**src/hdl/esd_pkg.sv**
```systemverilog
`default_nettype none
// ----------------------------------------------------------------------------
// esd_pkg
// Shared types, character codes and helpers for the escape sequence decoder.
// ----------------------------------------------------------------------------
package esd_pkg;

    localparam int QDEPTH = 4;
    localparam int QPTR_W = $clog2(QDEPTH);
    localparam int QCNT_W = $clog2(QDEPTH + 1);

    localparam logic [7:0] CH_NUL       = 8'h00;
    localparam logic [7:0] CH_TAB       = 8'h09;
    localparam logic [7:0] CH_LF        = 8'h0A;
    localparam logic [7:0] CH_CR        = 8'h0D;
    localparam logic [7:0] CH_ZERO      = 8'h30;
    localparam logic [7:0] CH_NINE      = 8'h39;
    localparam logic [7:0] CH_QUESTION  = 8'h3F;
    localparam logic [7:0] CH_UPPER_A   = 8'h41;
    localparam logic [7:0] CH_UPPER_F   = 8'h46;
    localparam logic [7:0] CH_BACKSLASH = 8'h5C;
    localparam logic [7:0] CH_LOWER_A   = 8'h61;
    localparam logic [7:0] CH_LOWER_F   = 8'h66;
    localparam logic [7:0] CH_LOWER_N   = 8'h6E;
    localparam logic [7:0] CH_LOWER_R   = 8'h72;
    localparam logic [7:0] CH_LOWER_T   = 8'h74;
    localparam logic [7:0] CH_LOWER_X   = 8'h78;

    // One queued result; term_after appends the string terminator beat.
    typedef struct packed {
        logic       term_after;
        logic       last;
        logic [7:0] data;
    } esd_entry_t;

    typedef struct packed {
        logic full;
        logic empty;
    } esd_qstat_t;

    // Returns {is_hex, nibble}.
    function automatic logic [4:0] hex_digit(input logic [7:0] c);
        logic [7:0] d;
        begin
            d = 8'h00;
            if (c >= CH_ZERO && c <= CH_NINE)
            begin
                d = c - CH_ZERO;
                hex_digit = {1'b1, d[3:0]};
            end
            else if (c >= CH_UPPER_A && c <= CH_UPPER_F)
            begin
                d = c - CH_UPPER_A + 8'd10;
                hex_digit = {1'b1, d[3:0]};
            end
            else if (c >= CH_LOWER_A && c <= CH_LOWER_F)
            begin
                d = c - CH_LOWER_A + 8'd10;
                hex_digit = {1'b1, d[3:0]};
            end
            else
            begin
                hex_digit = {1'b0, d[3:0]};
            end
        end
    endfunction

endpackage
`default_nettype wire

```
**src/hdl/esd_front.sv**
```systemverilog
`default_nettype none
// ----------------------------------------------------------------------------
// esd_front
// Takes one character a beat, tracks the escape state and queues the result.
// ----------------------------------------------------------------------------
module esd_front (
    input  wire logic                clk,
    input  wire logic                rst_n,
    input  wire logic                s_axis_tvalid,
    output logic                     s_axis_tready,
    input  wire logic [7:0]          s_axis_tdata,   // [7:0] in_char
    input  wire esd_pkg::esd_qstat_t qstat,
    output logic                     push,
    output esd_pkg::esd_entry_t      push_entry
);
    import esd_pkg::*;

    localparam logic [1:0] PH_TEXT = 2'd0;
    localparam logic [1:0] PH_ESC  = 2'd1;
    localparam logic [1:0] PH_HEX1 = 2'd2;
    localparam logic [1:0] PH_HEX2 = 2'd3;

    logic [1:0] phase_reg, phase_next;
    logic [3:0] nib_reg, nib_next;
    logic       nib_ok_reg, nib_ok_next;

    logic       accept;
    logic       emit;
    logic [4:0] hx;
    logic [7:0] c;

    assign s_axis_tready = !qstat.full;
    assign accept        = s_axis_tvalid && s_axis_tready;
    assign push          = accept && emit;
    assign c             = s_axis_tdata;
    assign hx            = hex_digit(c);

    always_comb
    begin
        phase_next = phase_reg;
        nib_next   = nib_reg;
        nib_ok_next = nib_ok_reg;
        emit       = 1'b0;
        push_entry = '{term_after: 1'b0, last: 1'b0, data: c};
        unique case (phase_reg)
            PH_TEXT:
            begin
                if (c == CH_NUL)
                begin
                    emit = 1'b1;
                    push_entry.last = 1'b1;
                end
                else if (c == CH_BACKSLASH)
                begin
                    phase_next = PH_ESC;
                end
                else
                begin
                    emit = 1'b1;
                end
            end
            PH_ESC:
            begin
                phase_next = PH_TEXT;
                emit       = 1'b1;
                case (c)
                    CH_NUL:       push_entry.last = 1'b1;
                    CH_LOWER_N:   push_entry.data = CH_LF;
                    CH_LOWER_T:   push_entry.data = CH_TAB;
                    CH_LOWER_R:   push_entry.data = CH_CR;
                    CH_ZERO:      push_entry.data = CH_NUL;
                    CH_LOWER_X:
                    begin
                        emit       = 1'b0;
                        phase_next = PH_HEX1;
                    end
                    default:      push_entry.data = c;
                endcase
            end
            PH_HEX1:
            begin
                if (c == CH_NUL)
                begin
                    // close the escape, then terminate
                    emit = 1'b1;
                    push_entry.data = CH_QUESTION;
                    push_entry.term_after = 1'b1;
                    phase_next = PH_TEXT;
                end
                else
                begin
                    nib_ok_next = hx[4];
                    nib_next    = hx[3:0];
                    phase_next  = PH_HEX2;
                end
            end
            PH_HEX2:
            begin
                emit = 1'b1;
                push_entry.term_after = (c == CH_NUL);
                if (!nib_ok_reg)
                    push_entry.data = CH_QUESTION;
                else if (c != CH_NUL && hx[4])
                    push_entry.data = {nib_reg, hx[3:0]};
                else
                    push_entry.data = {4'h0, nib_reg};
                phase_next = PH_TEXT;
            end
            default:
            begin
                phase_next = PH_TEXT;
            end
        endcase
        if (phase_next == PH_TEXT)
        begin
            nib_next    = 4'h0;
            nib_ok_next = 1'b0;
        end
    end

    always_ff @(posedge clk or negedge rst_n)
    begin
        if (!rst_n)
        begin
            phase_reg  <= PH_TEXT;
            nib_reg    <= 4'h0;
            nib_ok_reg <= 1'b0;
        end
        else if (accept)
        begin
            phase_reg  <= phase_next;
            nib_reg    <= nib_next;
            nib_ok_reg <= nib_ok_next;
        end
    end

endmodule
`default_nettype wire

```
**src/hdl/esd_queue.sv**
```systemverilog
`default_nettype none
// ----------------------------------------------------------------------------
// esd_queue
// Short first-in first-out queue of results between front and back.
// ----------------------------------------------------------------------------
module esd_queue (
    input  wire logic                clk,
    input  wire logic                rst_n,
    input  wire logic                push,
    input  wire esd_pkg::esd_entry_t push_entry,
    input  wire logic                pop,
    output esd_pkg::esd_entry_t      head,
    output esd_pkg::esd_qstat_t      qstat
);
    import esd_pkg::*;

    esd_entry_t        slot_reg [QDEPTH];
    logic [QPTR_W-1:0] wr_ptr_reg, wr_ptr_next;
    logic [QPTR_W-1:0] rd_ptr_reg, rd_ptr_next;
    logic [QCNT_W-1:0] count_reg, count_next;
    logic              do_push, do_pop;

    assign qstat.full  = (count_reg == QCNT_W'(QDEPTH));
    assign qstat.empty = (count_reg == '0);
    assign do_push     = push && !qstat.full;
    assign do_pop      = pop && !qstat.empty;
    assign head        = slot_reg[rd_ptr_reg];

    always_comb
    begin
        wr_ptr_next = do_push ? wr_ptr_reg + 1'b1 : wr_ptr_reg;
        rd_ptr_next = do_pop  ? rd_ptr_reg + 1'b1 : rd_ptr_reg;
        count_next  = count_reg;
        if (do_push && !do_pop)
            count_next = count_reg + 1'b1;
        else if (do_pop && !do_push)
            count_next = count_reg - 1'b1;
    end

    always_ff @(posedge clk)
    begin
        if (do_push)
            slot_reg[wr_ptr_reg] <= push_entry;
    end

    always_ff @(posedge clk or negedge rst_n)
    begin
        if (!rst_n)
        begin
            wr_ptr_reg <= '0;
            rd_ptr_reg <= '0;
            count_reg  <= '0;
        end
        else
        begin
            wr_ptr_reg <= wr_ptr_next;
            rd_ptr_reg <= rd_ptr_next;
            count_reg  <= count_next;
        end
    end

endmodule
`default_nettype wire

```
**src/hdl/esd_back.sv**
```systemverilog
`default_nettype none
// ----------------------------------------------------------------------------
// esd_back
// Drains queued results into the output register, one beat per cycle if ready.
// ----------------------------------------------------------------------------
module esd_back (
    input  wire logic                clk,
    input  wire logic                rst_n,
    input  wire esd_pkg::esd_entry_t head,
    input  wire esd_pkg::esd_qstat_t qstat,
    output logic                     pop,
    output logic                     m_axis_tvalid,
    input  wire logic                m_axis_tready,
    output logic [7:0]               m_axis_tdata,   // [7:0] out_byte
    output logic                     m_axis_tlast
);
    import esd_pkg::*;

    logic       valid_reg, valid_next;
    logic [7:0] data_reg, data_next;
    logic       last_reg, last_next;
    logic       term_reg, term_next;
    logic       load;

    assign load = !valid_reg || m_axis_tready;
    assign pop  = load && !term_reg && !qstat.empty;

    always_comb
    begin
        valid_next = valid_reg;
        data_next  = data_reg;
        last_next  = last_reg;
        term_next  = term_reg;
        if (load)
        begin
            if (term_reg)
            begin
                // follow up with the terminator
                valid_next = 1'b1;
                data_next  = CH_NUL;
                last_next  = 1'b1;
                term_next  = 1'b0;
            end
            else if (!qstat.empty)
            begin
                valid_next = 1'b1;
                data_next  = head.data;
                last_next  = head.last;
                term_next  = head.term_after;
            end
            else
            begin
                valid_next = 1'b0;
            end
        end
    end

    always_ff @(posedge clk or negedge rst_n)
    begin
        if (!rst_n)
        begin
            valid_reg <= 1'b0;
            term_reg  <= 1'b0;
        end
        else
        begin
            valid_reg <= valid_next;
            term_reg  <= term_next;
        end
    end

    always_ff @(posedge clk)
    begin
        data_reg <= data_next;
        last_reg <= last_next;
    end

    assign m_axis_tvalid = valid_reg;
    assign m_axis_tdata  = data_reg;
    assign m_axis_tlast  = last_reg;

endmodule
`default_nettype wire

```
**src/hdl/escape_sequence_decoder_unit.sv**
```systemverilog
`default_nettype none
// ----------------------------------------------------------------------------
// escape_sequence_decoder_unit
// Unescapes backslash sequences of a zero-terminated character stream.
//
//   channel   dir  tdata            tuser  tlast
//   s_axis    in   [7:0] in_char    -      -
//   m_axis    out  [7:0] out_byte   -      is_last
//
// Takes one character per cycle while s_axis_tready is high; a beat passes
// through the result queue and the output register. A zero that ends a hex
// escape yields two beats, which leave one per cycle unless m_axis stalls.
// A four-entry result queue lets the input side run while the output stalls;
// s_axis_tready drops only when that queue is full.
// Reset clears the escape state, the queue and the output valid flag.
// ----------------------------------------------------------------------------
module escape_sequence_decoder_unit (
    input  wire logic       clk,
    input  wire logic       rst_n,
    input  wire logic       s_axis_tvalid,
    output logic            s_axis_tready,
    input  wire logic [7:0] s_axis_tdata,    // [7:0] in_char
    output logic            m_axis_tvalid,
    input  wire logic       m_axis_tready,
    output logic [7:0]      m_axis_tdata,    // [7:0] out_byte
    output logic            m_axis_tlast
);
    import esd_pkg::*;

    esd_qstat_t qstat;
    esd_entry_t push_entry;
    esd_entry_t head;
    logic       push;
    logic       pop;

    esd_front u_front (
        .clk           (clk),
        .rst_n         (rst_n),
        .s_axis_tvalid (s_axis_tvalid),
        .s_axis_tready (s_axis_tready),
        .s_axis_tdata  (s_axis_tdata),
        .qstat         (qstat),
        .push          (push),
        .push_entry    (push_entry)
    );

    esd_queue u_queue (
        .clk        (clk),
        .rst_n      (rst_n),
        .push       (push),
        .push_entry (push_entry),
        .pop        (pop),
        .head       (head),
        .qstat      (qstat)
    );

    esd_back u_back (
        .clk           (clk),
        .rst_n         (rst_n),
        .head          (head),
        .qstat         (qstat),
        .pop           (pop),
        .m_axis_tvalid (m_axis_tvalid),
        .m_axis_tready (m_axis_tready),
        .m_axis_tdata  (m_axis_tdata),
        .m_axis_tlast  (m_axis_tlast)
    );

`ifndef SYNTH
    // a terminator beat always carries a zero byte
    a_last_is_zero: assert property (@(posedge clk) disable iff (!rst_n)
        m_axis_tvalid && m_axis_tlast |-> m_axis_tdata == CH_NUL)
        else $error("terminator beat with non-zero data");

    // a raw zero always leaves something on its way out
    a_end_queued: assert property (@(posedge clk) disable iff (!rst_n)
        s_axis_tvalid && s_axis_tready && s_axis_tdata == CH_NUL
        |=> m_axis_tvalid || !qstat.empty)
        else $error("end of string lost");

    a_queue_flags: assert property (@(posedge clk) disable iff (!rst_n)
        !(qstat.full && qstat.empty))
        else $error("queue both full and empty");
`endif

endmodule
`default_nettype wire
```
**config.mk**
```make
export PLATFORM = sky130hd
export DESIGN_NAME = escape_sequence_decoder_unit
export DESIGN_NICKNAME = d
export VERILOG_FILES = /design/src/hdl/esd_pkg.sv /design/src/hdl/esd_front.sv /design/src/hdl/esd_queue.sv /design/src/hdl/esd_back.sv /design/src/hdl/escape_sequence_decoder_unit.sv
export SDC_FILE = /design/constraint.sdc
export NUM_CORES = 1
export LEC_CHECK = 0
export BUFFER_PORTS_ARGS = -buffer_cell sky130_fd_sc_hd__buf_2
export CORE_UTILIZATION = 60
export CTS_BUF_LIST = sky130_fd_sc_hd__clkbuf_4 sky130_fd_sc_hd__clkbuf_8 sky130_fd_sc_hd__clkbuf_16
export CTS_CLUSTER_DIAMETER = 150
export DETAILED_ROUTE_END_ITERATION = 6
export PLACE_DENSITY = 0.81
export SETUP_SLACK_MARGIN = 0.15
export SYNTH_ARGS = -nofsm -noshare
export SYNTH_HDL_FRONTEND = slang
export SYNTH_HIERARCHICAL = 1
export SYNTH_SLANG_ARGS = --single-unit
```
**constraint.sdc**
```tcl
create_clock -name clk -period 3.5 [get_ports clk]
set_input_delay 0.7 -clock clk [delete_from_list [all_inputs] [get_ports clk]]
set_output_delay 0.7 -clock clk [all_outputs]
set_load 0.01 [all_outputs]
```
Yosys cells after proc, flatten, opt, wreduce, memory -nomap -nowiden. Memory sizes are Yosys's and may differ from the RTL's. Index checks and enable logic that the tools add are counted.

Add/sub/neg operators: 9. $lt $le $gt $ge: 6. Eq/ne operators: 12. Mux-type cells: 36. Reductions and logical operators: 29.

Operators with widths (count): 8-bit by 7-bit equality test with 1-bit output (second input constant) (5); 8-bit 2-to-1 mux (4); 8-bit one-hot mux with 4 select lines (1); 8-bit one-hot mux with 3 select lines (1); 8-bit by 7-bit greater-or-equal comparator with 1-bit output (second input constant) (2); 8-bit by 7-bit less-or-equal comparator with 1-bit output (second input constant) (2); 1-bit 2-to-1 mux (15); 5-bit 2-to-1 mux (3); 1-bit logical AND (12); 4-bit 2-to-1 mux (3); 4-bit by 1-bit subtractor with 4-bit output (second input constant) (3); 4-bit adder (second input constant) (2); 8-bit by 6-bit equality test with 1-bit output (second input constant) (1); 8-bit by 6-bit greater-or-equal comparator with 1-bit output (second input constant) (1); 8-bit by 6-bit less-or-equal comparator with 1-bit output (second input constant) (1); 8-bit zero test (1); 2-bit 2-to-1 mux (4); 2-bit one-hot mux with 4 select lines (1); 8-bit nonzero test (1); 1-bit zero test (6); 3-bit 2-to-1 mux (2); 2-bit by 1-bit adder with 2-bit output (second input constant) (2); 2-bit equality test (second input constant) (2); 2-bit zero test (2); 13 further kinds (15).

Register bits: 25. Bits in writable memories: 40. Memories: 1.

Memory list: u_queue.slot_reg (depth 4, width 10, read ports 1, clocked after Yosys merged registers in 0, wr ports 1, line esd_queue.sv:17) `esd_entry_t slot_reg [QDEPTH];`.

Longest topological paths before layout. Gate-level depths: netlist (run 1).

Depth after elaboration: 10. Mapped depth: 14.

Hierarchy. The synthesis (run 1) kept the hierarchy.

Modules (own cells, without submodules): esd_queue (instances 1, cells an instance 87, area an instance 1878.1 µm²); esd_front (instances 1, cells an instance 113, area an instance 888.4 µm²); esd_back (instances 1, cells an instance 29, area an instance 437.9 µm²).

Worst setup path before layout (run 1). Ideal clock, no wire load.

Path kind: in2reg. Start point: in s_axis_tdata[0]. End point: reg u_queue.count_reg[1]. Arrival time: 3.022 ns. Setup slack: 0.353 ns. Stages: 12. Cell sequence: inv_1 -> ha_1 -> nand4b_1 -> or4_1 -> nand2b_1 -> nor2_1 -> nor2b_2 -> buf_6 -> ha_1 -> inv_1 -> fa_1 -> mux2_2.

Elaborated cells between the ends (all ways): 15.

RTL lines: from (decl) (line escape_sequence_decoder_unit.sv:22) `input wire logic [7:0] s_axis_tdata,`; 8-bit by 7-bit equality test with 1-bit output (line esd_front.sv:53) `else if (c == CH_BACKSLASH)`; 1-bit 2-to-1 mux (line esd_front.sv:53); 1-bit 2-to-1 mux (line esd_front.sv:48) `if (c == CH_NUL)`; 1-bit one-hot mux with 4 select lines (*) (line esd_front.sv:45) `unique case (phase_reg)`; 1-bit logical AND (*) (line esd_front.sv:34) `assign push = accept && emit;`; named net push (line escape_sequence_decoder_unit.sv:33) `logic push;`; 1-bit logical AND (*) (line esd_queue.sv:25) `assign do_push = push && !qstat.full;`; named net u_queue.do_push (line esd_queue.sv:21) `logic do_push, do_pop;`; 1-bit logical AND (*) (line esd_queue.sv:34) `if (do_push && !do_pop)`; 3-bit 2-to-1 mux (*) (line esd_queue.sv:34); named net u_queue.count_next[1] (line esd_queue.sv:20) `logic [QCNT_W-1:0] count_reg, count_next;`; to (signal assigned) (line esd_queue.sv:58) `count_reg <= count_next;`; to (decl) (line esd_queue.sv:20).

Mark *: on every way through the listed nets, which the timed path passes. The rest lies on a longest branch. A chain may end at the register's enable or synchronous reset.

Final worst setup path (run 1).
Start point: in s_axis_tdata[0]. End point: reg u_queue.count_reg[1].

Elaborated cells between the ends (all ways): 15.

RTL lines (line): 8-bit by 7-bit equality test with 1-bit output (esd_front.sv:53); 1-bit 2-to-1 mux (esd_front.sv:53); 1-bit 2-to-1 mux (esd_front.sv:48); 1-bit one-hot mux with 4 select lines (*) (esd_front.sv:45); 1-bit logical AND (*) (esd_front.sv:34); named net push (escape_sequence_decoder_unit.sv:33); 1-bit logical AND (*) (esd_queue.sv:25); 1-bit logical AND (*) (esd_queue.sv:34); 3-bit 2-to-1 mux (*) (esd_queue.sv:34); named net u_queue.count_next[1] (esd_queue.sv:20).

Marked as above.

==> results of run 1 <==
==> placed cells by master (no fill, tap or decap), types with 2 or more instances in the layout <==
cell,netlist,layout
nor3_1,4,4
o21bai_1,2,2
clkbuf_4,0,2
xor2_1,3,3
buf_2,2,22
o21ai_0,9,9
mux4_2,10,10
mux2i_1,2,2
edfxtp_1,49,49
and2_1,2,2
nor4b_1,2,2
buf_4,2,4
o21ai_1,2,2
nor2b_1,4,4
xnor2_1,4,4
nor2_1,5,5
and2_2,5,5
o2bb2ai_1,5,5
a21o_1,2,2
a21oi_1,10,10
inv_1,10,10
clkbuf_8,0,12
and2b_1,6,6
ha_1,9,9
nand4b_1,2,2
nand3_1,3,3
dfrtp_1,16,16
nand2b_1,7,7
nand2_1,12,12
mux2_2,3,3
nor4_1,2,2
a32o_1,3,3
o211ai_1,2,2
clkbuf_16,0,2
nand3b_1,3,3
==> path summary, 6_finish.rpt <==
path,from,endpoint,slack [ns],depth (start not counted)
setup / recovery,s_axis_tdata[0],u_queue/count_reg[1],0.49,12
hold / removal,rst_n,u_queue/rd_ptr_reg[1],0.26,1
setup reg to reg,u_queue/count_reg[2],u_queue/count_reg[2],0.86,12
hold reg to reg,u_queue/count_reg[2],u_queue/count_reg[2],0.50,1
max in group asynchronous,rst_n,u_front/phase_reg[1],2.97,1
min in group clk,u_queue/count_reg[2],u_queue/count_reg[2],0.50,1
==> kinds of logic (layout without fill, tap and decap cells) <==
group | Yosys count | after routing | share of synthesized area, %
muxes | 16 | 16 | 9.18
AOI/OAI and AO/OA | 45 | 45 | 9.80
DFF | 65 | 65 | 58.4
and+or+nand+nor | 68 | 68 | 13.7
adders and majority gates | 10 | 10 | 4.14
buffers and inverters | 18 | 52 | 2.85
xor gates and xnor gates | 7 | 7 | 1.91
==> layout make-up <==
class / instances / share of cell area [%]
inverters: 10 / 1.04
repair buffers: 26 / 3.88
clock buffers: 16 / 6.38
flip-flops and latches: 65 / 51.9
multi-input cells: 146 / 34.4
well taps: 70 / 2.43
==> power breakdown <==
part / switching [W] / leakage, nW / internal, W / total [W]
Combinational: 0.000348 / 0.586 / 0.000381 / 0.000729
Sequential: 0.000153 / 0.662 / 0.00108 / 0.00123
Clock: 0.000266 / 0.120 / 0.000418 / 0.000684
==> routing by layer <==
metal | global-route usage [%] | share of wire [%] | up-vias
met5 | 0 | 0 | -
met4 | 11.9 | 2.2 | 0
met3 | 5.09 | 4.0 | 15
met2 | 38.6 | 49 | 60
met1 | 31.3 | 44 | 1000
li1 | - | - | 932
==> stage by stage <==
step	instance area (sq um)	hold WS [ns]	utilization, %	total power [W]	instances
6_report	3610	0.263	70.2	0.00264	333
5_1_grt	3610	0.291	70.2	0.00280	333
4_1_cts	3610	0.263	70.2	0.00267	333
3_5_place_dp	3380	0.494	65.7	0.00198	317
3_3_place_gp	3380	0.481	65.7	0.00195	317
2_1_floorplan	3200	0.404	-	0.00178	229
==> worst max-delay path: cells and delay by family <==
family / cells / cell delay, ns
adders and majority gates: 3 / 0.92
buffers and inverters: 3 / 0.33
muxes: 1 / 0.26
and+or+nand+nor: 5 / 1.02
==> flow_summary.toml, run 1 <==
[clock_tree]
cts-resized-gates = 0
cts.htree.levels = 3
cts_hold_buf = 0
clkSinkCount = 65
tritoncts = "yes"
numCtsBuffers = 9
clk_pin_slew_ns = 0.07
cts-root-buf = "clkbuf_8"
worstSkewPairLatency_ns = 0.34
cts_setup_buffers = 0
cts.path.max_buffers = 2

[finish]
fillers = 374
finalNetCount = 280
layout-drive-gt1-share_pct = 25.9
largest_register_ff_count = 40
area_delta_synth_final_pct = 12.6
multi_input_comb_area_sq_mm = 0.00124
antennaDiodeCount = 0
seq_area_sq_mm = 0.00187

[timing]
tightest_slew_ns = 0.874
fin_crit_sh_pct = 85.9
slew_headroom_pct = 41.7
finalSetupViolations = 0
fmax_mhz = 332
fin_worst_skew_ns = 0.00892
drv_slew = 0
fin_crit_ns = 3.01
fin_ws_ns = 0.492
rsz0062_at_grt = "no"
hold_viol = 0
fin_setup_tns_ns = 0

[yosys]
synth-edff-count = 49
synthArstFlopShare_pct = 24.6
synth_top_area_cell = "edfxtp_1"
synth_area_per_cell_sq_um = 14.0
synth_fp_nets = 251
ys_seq_elements = 65
post-synth-top-count-cell = "edfxtp_1"
syn_inst = 229
yosysTopAreaCellShare_pct = 45.9
yosysUniqueCellTypes = 58
synth_area_leaders = "edfxtp_1, dfrtp_1, mux4_2, ha_1, a21oi_1"
yosys-top-cells-count = "edfxtp_1, dfrtp_1, nand2_1"
netlist_area_sq_mm = 0.00320
ys_seq_area_share_pct = 58.4
synth.yosys.warnings = 6
synthFlopType = "edfxtp_1"

[detailed_routing]
avgViaCountPerCell = 6.03
wl_per_cell_microns = 17.9
routed_wl_microns = 5960
drc = 0
ant_nets = 0
drt_iter0_drc = 226
dr.pass1.iters = 4
vias = 2007

[setup_path]
crit_fanout = 8
crit_arrival_ns = 3.24
cp.required_ns = 3.73
path_cells = "buf_2 > inv_1 > ha_1 > nand4b_1 > or4_1 > nand2b_1 > nor2_1 > nor2b_2 > ha_1 > inv_1 > fa_1 > mux2_2"
worst_path_max_delay_cell = "or4_1"
critPathCaptureType = "flop"
startpoint_type = "primary input"
cpPeakStageDelay_ns = 0.52
critical_path_class = "in -> reg"

[placement]
dp_slack_ns = 0.151
routabilityCongestion = 0.921
port_buffers = 22
hpwl_microns = 4290

[outcome]
status = "complete, no violations"

[die]
core-area_sq_mm = 0.00514
io_pins = 23
die_area_sq_mm = 0.00564
fp.dieW_microns = 75.1
die_y_microns = 75.1
initial_core_util_pct = 62.3
num_rows = 26

[grt]
overflow = 0
grt_start_max_net_pins = 17
gr-usage-all-layers_pct = 24.1
grt_pass1_vias = 1937
grt_antenna_before_repair = 0
grt_pass1_wl_microns = 9630

[job]
max_cap_viol_count = 0

[power]
leakagePower_nw = 1.37
ir_drop_uv = 510
p_per_area_mw_per_mm2 = 733

[worst_hold_path]
holdCritPathClass = "in -> async"
(Power assumes the default switching activity.)
==> inputs of run 2 (changes only) <==
- MAX_ROUTING_LAYER: default -> met4
==> run 2 against run 1 <==
  * Sequential share of layout area is 0.31 points higher
  * Design area is 0.59% lower
  * Utilization is 0.41 points lower
  * Via count is 0.90% lower
  * Global-route usage is 0.47 points higher
  * Count of clock-buffer cells in the layout is 7 lower
  * Setup slack worse by 0.10 ns
  * Non-clock buffer count stayed put
  * Largest cell class unchanged
  * Routed wire length is 1.5% lower
  * Sequential power hardly changed
==> flow_summary.toml, run 2 (same netlist as run 1, synthesis figures left out) <==
[setup_path]
crit_fanout = 8
startpoint_type = "primary input"
r2r_slack_ns = 0.75
crit_arrival_ns = 3.33
cp.required_ns = 3.72
critical_path_class = "in -> reg"
critPathCaptureType = "flop"

[timing]
rsz0062_at_grt = "no"
fin_crit_ns = 3.11
fin_worst_skew_ns = 0.00823
hold_viol = 0
drv_slew = 0
fin_setup_tns_ns = 0
finalSetupViolations = 0
slew_headroom_pct = 46.1
fmax_mhz = 322
fin_crit_sh_pct = 88.8
hold_ws_ns = 0.270
tightest_slew_ns = 0.809

[clock_tree]
cts-resized-gates = 0
cts.path.max_buffers = 2
clk_pin_slew_ns = 0.07
cts_hold_buf = 0
tritoncts = "yes"
cts.htree.levels = 3
cts-root-buf = "clkbuf_8"
clkSinkCount = 65
numCtsBuffers = 9
worstSkewPairLatency_ns = 0.33
cts_setup_buffers = 0

[outcome]
status = "complete, no violations"

[die]
initial_core_util_pct = 62.3
fp.dieW_microns = 75.1
die_y_microns = 75.1
core-area_sq_mm = 0.00514
die_area_sq_mm = 0.00564
num_rows = 26
io_pins = 23

[finish]
largest_register_ff_count = 40
finalNetCount = 280
antennaDiodeCount = 0
final_cell_mix = "edfxtp_1, buf_2, dfrtp_1, nand2_1"
layout-drive-gt1-share_pct = 25.1
area_delta_synth_final_pct = 11.9
layout_commonest_cell = "edfxtp_1"

[worst_hold_path]
holdCritPathClass = "in -> async"

[placement]
hpwl_microns = 4210
port_buffers = 22
routabilityCongestion = 0.943

[detailed_routing]
dr.pass1.iters = 5
ant_nets = 0
drt_iter0_drc = 143
vias = 1989
avgViaCountPerCell = 5.97
routed_wl_microns = 5870
wl_per_cell_microns = 17.6
drc = 0

[grt]
grt_pass1_vias = 1808
grt_start_max_net_pins = 17
grt_pass1_wl_microns = 9190
overflow = 0
gr-usage-all-layers_pct = 24.5
grt_antenna_before_repair = 0

[power]
leakagePower_nw = 1.35
ir_drop_uv = 457
p_per_area_mw_per_mm2 = 733

[job]
max_cap_viol_count = 0
-- run 2: final timing paths --
path	start	endpoint	depth (start not counted)
worst max-delay path	s_axis_tdata[0]	u_queue/count_reg[1]	12
worst min-delay path	rst_n	u_queue/rd_ptr_reg[1]	1
worst max register to register	u_queue/count_reg[2]	u_queue/count_reg[2]	12
worst min register to register	u_front/nib_reg[3]	u_front/nib_reg[3]	1
max in group asynchronous	rst_n	u_queue/count_reg[1]	1
min in group clk	u_front/nib_reg[3]	u_front/nib_reg[3]	1
-- run 2: routing by layer --
| layer | global-route usage (%) | vias up | wire, microns |
|---|---|---|---|
| met5 | - | - | 0 |
| met4 | 10.3 | 0 | 109 |
| met1 | 30.3 | 969 | 2430 |
| met2 | 39.3 | 79 | 2970 |
| li1 | - | 929 | - |
| met3 | 5.35 | 12 | 356 |
-- run 2: power breakdown --
part	internal [W]	switching [W]	total [W]
sequential	0.00108	0.000156	0.00123
clock	0.000393	0.000267	0.000660
combinational	0.000384	0.000354	0.000738
-- run 2: final cells by class --
type	instances	area, sq um
Clock buffer	9	124
Clock inverter	7	85.1
Fill cell	384	1550
Inverter	10	37.5
Multi-Input combinational cell	146	1240
Sequential cell	65	1870
Tap cell	70	87.6
Timing Repair Buffer	26	140
-- run 2: through the flow --
| stage | area, sq um | std cells | utilization [%] | worst slack [ns] | total power, W |
|---|---|---|---|---|---|
| 2_1_floorplan | 3200 | 229 | - | 0.353 | 0.00178 |
| 3_3_place_gp | 3380 | 317 | 65.7 | 0.242 | 0.00195 |
| 3_5_place_dp | 3380 | 317 | 65.7 | 0.0970 | 0.00199 |
| 4_1_cts | 3590 | 333 | 69.8 | 0.449 | 0.00265 |
| 5_1_grt | 3590 | 333 | 69.8 | 0.311 | 0.00278 |
| 6_report | 3590 | 333 | 69.8 | 0.390 | 0.00263 |
-- run 2: critical path, stage by stage --
cell and delay, ns:
buf_2 0.14, inv_1 0.13, ha_1 0.32, nand4b_1 0.16
or4_1 0.51, nand2b_1 0.13, nor2_1 0.04, nor2b_2 0.17
ha_1 0.24, inv_1 0.08, fa_1 0.42, mux2_2 0.27
==> inputs of run 3 (changes only) <==
- CORE_MARGIN: default -> 2
- MAX_ROUTING_LAYER: met4 -> default
==> run 3 against run 2 <==
  * Clock skew rose by 0.012 ns
  * Sequential power barely moved
  * Setup slack improved by 0.053 ns
  * Register-to-register slack got worse by 0.13 ns
  * Power rose by 1.6%
==> flow_summary.toml, run 3 (same netlist as run 1, synthesis figures left out) <==
[setup_path]
r2r_slack_ns = 0.62
cp.required_ns = 3.75
crit_arrival_ns = 3.31
r2r_end = "u_queue/count_reg[1]"
worstRegToRegCells = 9
critPathCaptureType = "flop"
startpoint_type = "primary input"
crit_fanout = 8
r2r_start = "u_front/phase_reg[0]"
critical_path_class = "in -> reg"

[power]
p_sw_w = 0.000773
power_frac_seq_pct = 46.3
power_w = 0.00267
power_switching_share_pct = 28.9
leakagePower_nw = 1.35
ir_drop_uv = 368
pwr-share-comb_pct = 27.0
p_per_area_mw_per_mm2 = 745
clock_power_share_pct = 26.7
p_int_w = 0.00190

[clock_tree]
clkSinkCount = 65
cts-resized-gates = 0
clk_pin_slew_ns = 0.08
cts-root-buf = "clkbuf_8"
numCtsBuffers = 9
cts_hold_buf = 0
cts.path.max_buffers = 2
tritoncts = "yes"
cts.htree.levels = 3
cts_setup_buffers = 0
worstSkewPairLatency_ns = 0.34

[finish]
seq_area_sq_mm = 0.00187
layout-drive-gt1-share_pct = 25.3
fillers = 371
final_cell_mix = "edfxtp_1, buf_2, dfrtp_1, nand2_1"
largest_register_ff_count = 40
finalNetCount = 278
multi_input_comb_area_sq_mm = 0.00124
area_delta_synth_final_pct = 12.0
layout_commonest_cell = "edfxtp_1"
antennaDiodeCount = 0
fin_cells = 331

[placement]
dp.cells = 315
port_buffers = 22
routabilityCongestion = 0.978
hpwl_microns = 4170

[worst_hold_path]
holdCritPathClass = "in -> async"

[detailed_routing]
route.met3.wl_microns = 311
wl_met2_microns = 2850
dr.pass1.iters = 5
routed_wl_microns = 5910
avgViaCountPerCell = 6.00
drt_iter0_drc = 226
wl_per_cell_microns = 17.8
highest_layer = "met4"
drt-met1-wl_microns = 2570
vias = 1987
drc = 0
ant_nets = 0

[timing]
fin_crit_ns = 3.06
fmax_mhz = 327
finalSetupViolations = 0
fin_worst_skew_ns = 0.0198
fin_crit_sh_pct = 87.3
hold_viol = 0
rsz0062_at_grt = "no"
slew_headroom_pct = 43.6
tightest_slew_ns = 0.846
drv_slew = 0
fin_setup_tns_ns = 0

[die]
fp.dieW_microns = 77.1
num_rows = 26
io_pins = 23
core-area_sq_mm = 0.00514
die_y_microns = 77.1
initial_core_util_pct = 62.3
die_area_sq_mm = 0.00594

[grt]
gr-usage-all-layers_pct = 21.4
grt_start_max_net_pins = 17
grt_antenna_before_repair = 0
grt_pass1_wl_microns = 9620
overflow = 0
grt_pass1_vias = 1906

[job]
max_cap_viol_count = 0

[outcome]
status = "complete, no violations"
[run 3: cell types whose count changed in the layout (fill, tap and decap cells not counted)]
cell        delta
clkbuf_4       +3
clkbuf_8       +1
buf_4          -2
clkinv_1       -2
clkinvlp_4     -1
clkinv_2       -1
[run 3: area by class of cell]
type                            count  share of cell area, %
Timing Repair Buffer               24                   3.49
Tap cell                           70                   2.44
Clock inverter                      3                   1.81
Clock buffer                       13                   4.46
Inverter                           10                   1.05
Multi-Input combinational cell    146                   34.6
Sequential cell                    65                   52.2
[run 3: per-stage QoR]
| stage | util (%) | cell area, sq um | worst slack, ns | hold WS, ns |
|---|---|---|---|---|
| after floorplan | - | 3200 | 0.353 | 0.404 |
| after global placement | 65.4 | 3360 | 0.225 | 0.486 |
| after detailed placement | 65.4 | 3360 | 0.0811 | 0.501 |
| after CTS | 69.8 | 3590 | 0.444 | 0.265 |
| after global routing | 69.8 | 3590 | 0.177 | 0.272 |
| final | 69.8 | 3590 | 0.443 | 0.258 |
[run 3: critical path, stage by stage]
cell and delay [ns]:
buf_2 0.14, inv_1 0.12, ha_1 0.28, nand2b_1 0.12, nor4_2 0.41, nor3_1 0.18
nor2_1 0.13, nor2b_2 0.16, ha_1 0.19, inv_1 0.06, fa_1 0.37, xor2_1 0.15
nor2_1 0.13, xor2_1 0.17
[run 3: metal layers]
| layer | up-vias | GRT usage, % |
|---|---|---|
| met3 | 19 | 4.24 |
| met2 | 81 | 34.6 |
| met1 | 960 | 28.8 |
| li1 | 927 | - |
| met4 | 0 | 8.93 |
| met5 | - | 0 |
[run 3: worst max path at each step]
stage                            to  depth (start not counted)            start  slack [ns]
6_report       u_queue/count_reg[2]                         14  s_axis_tdata[0]        0.44
5_1_grt        u_queue/count_reg[2]                         14  s_axis_tdata[0]        0.18
4_1_cts        u_queue/count_reg[2]                         14  s_axis_tdata[0]        0.44
3_5_place_dp   u_queue/count_reg[2]                         14  s_axis_tdata[0]        0.08
3_3_place_gp   u_queue/count_reg[2]                         14  s_axis_tdata[0]        0.23
2_1_floorplan  u_queue/count_reg[1]                         12  s_axis_tdata[0]        0.35
[run 3: power by group through the flow]
stage	Clock [W]	Combinational, W	Sequential [W]
global route	0.000759	0.000783	0.00127
global placement	0	0.000689	0.00125
CTS	0.000722	0.000727	0.00124
floorplan	0	0.000582	0.00120
detailed placement	0	0.000715	0.00126
finish	0.000714	0.000720	0.00124
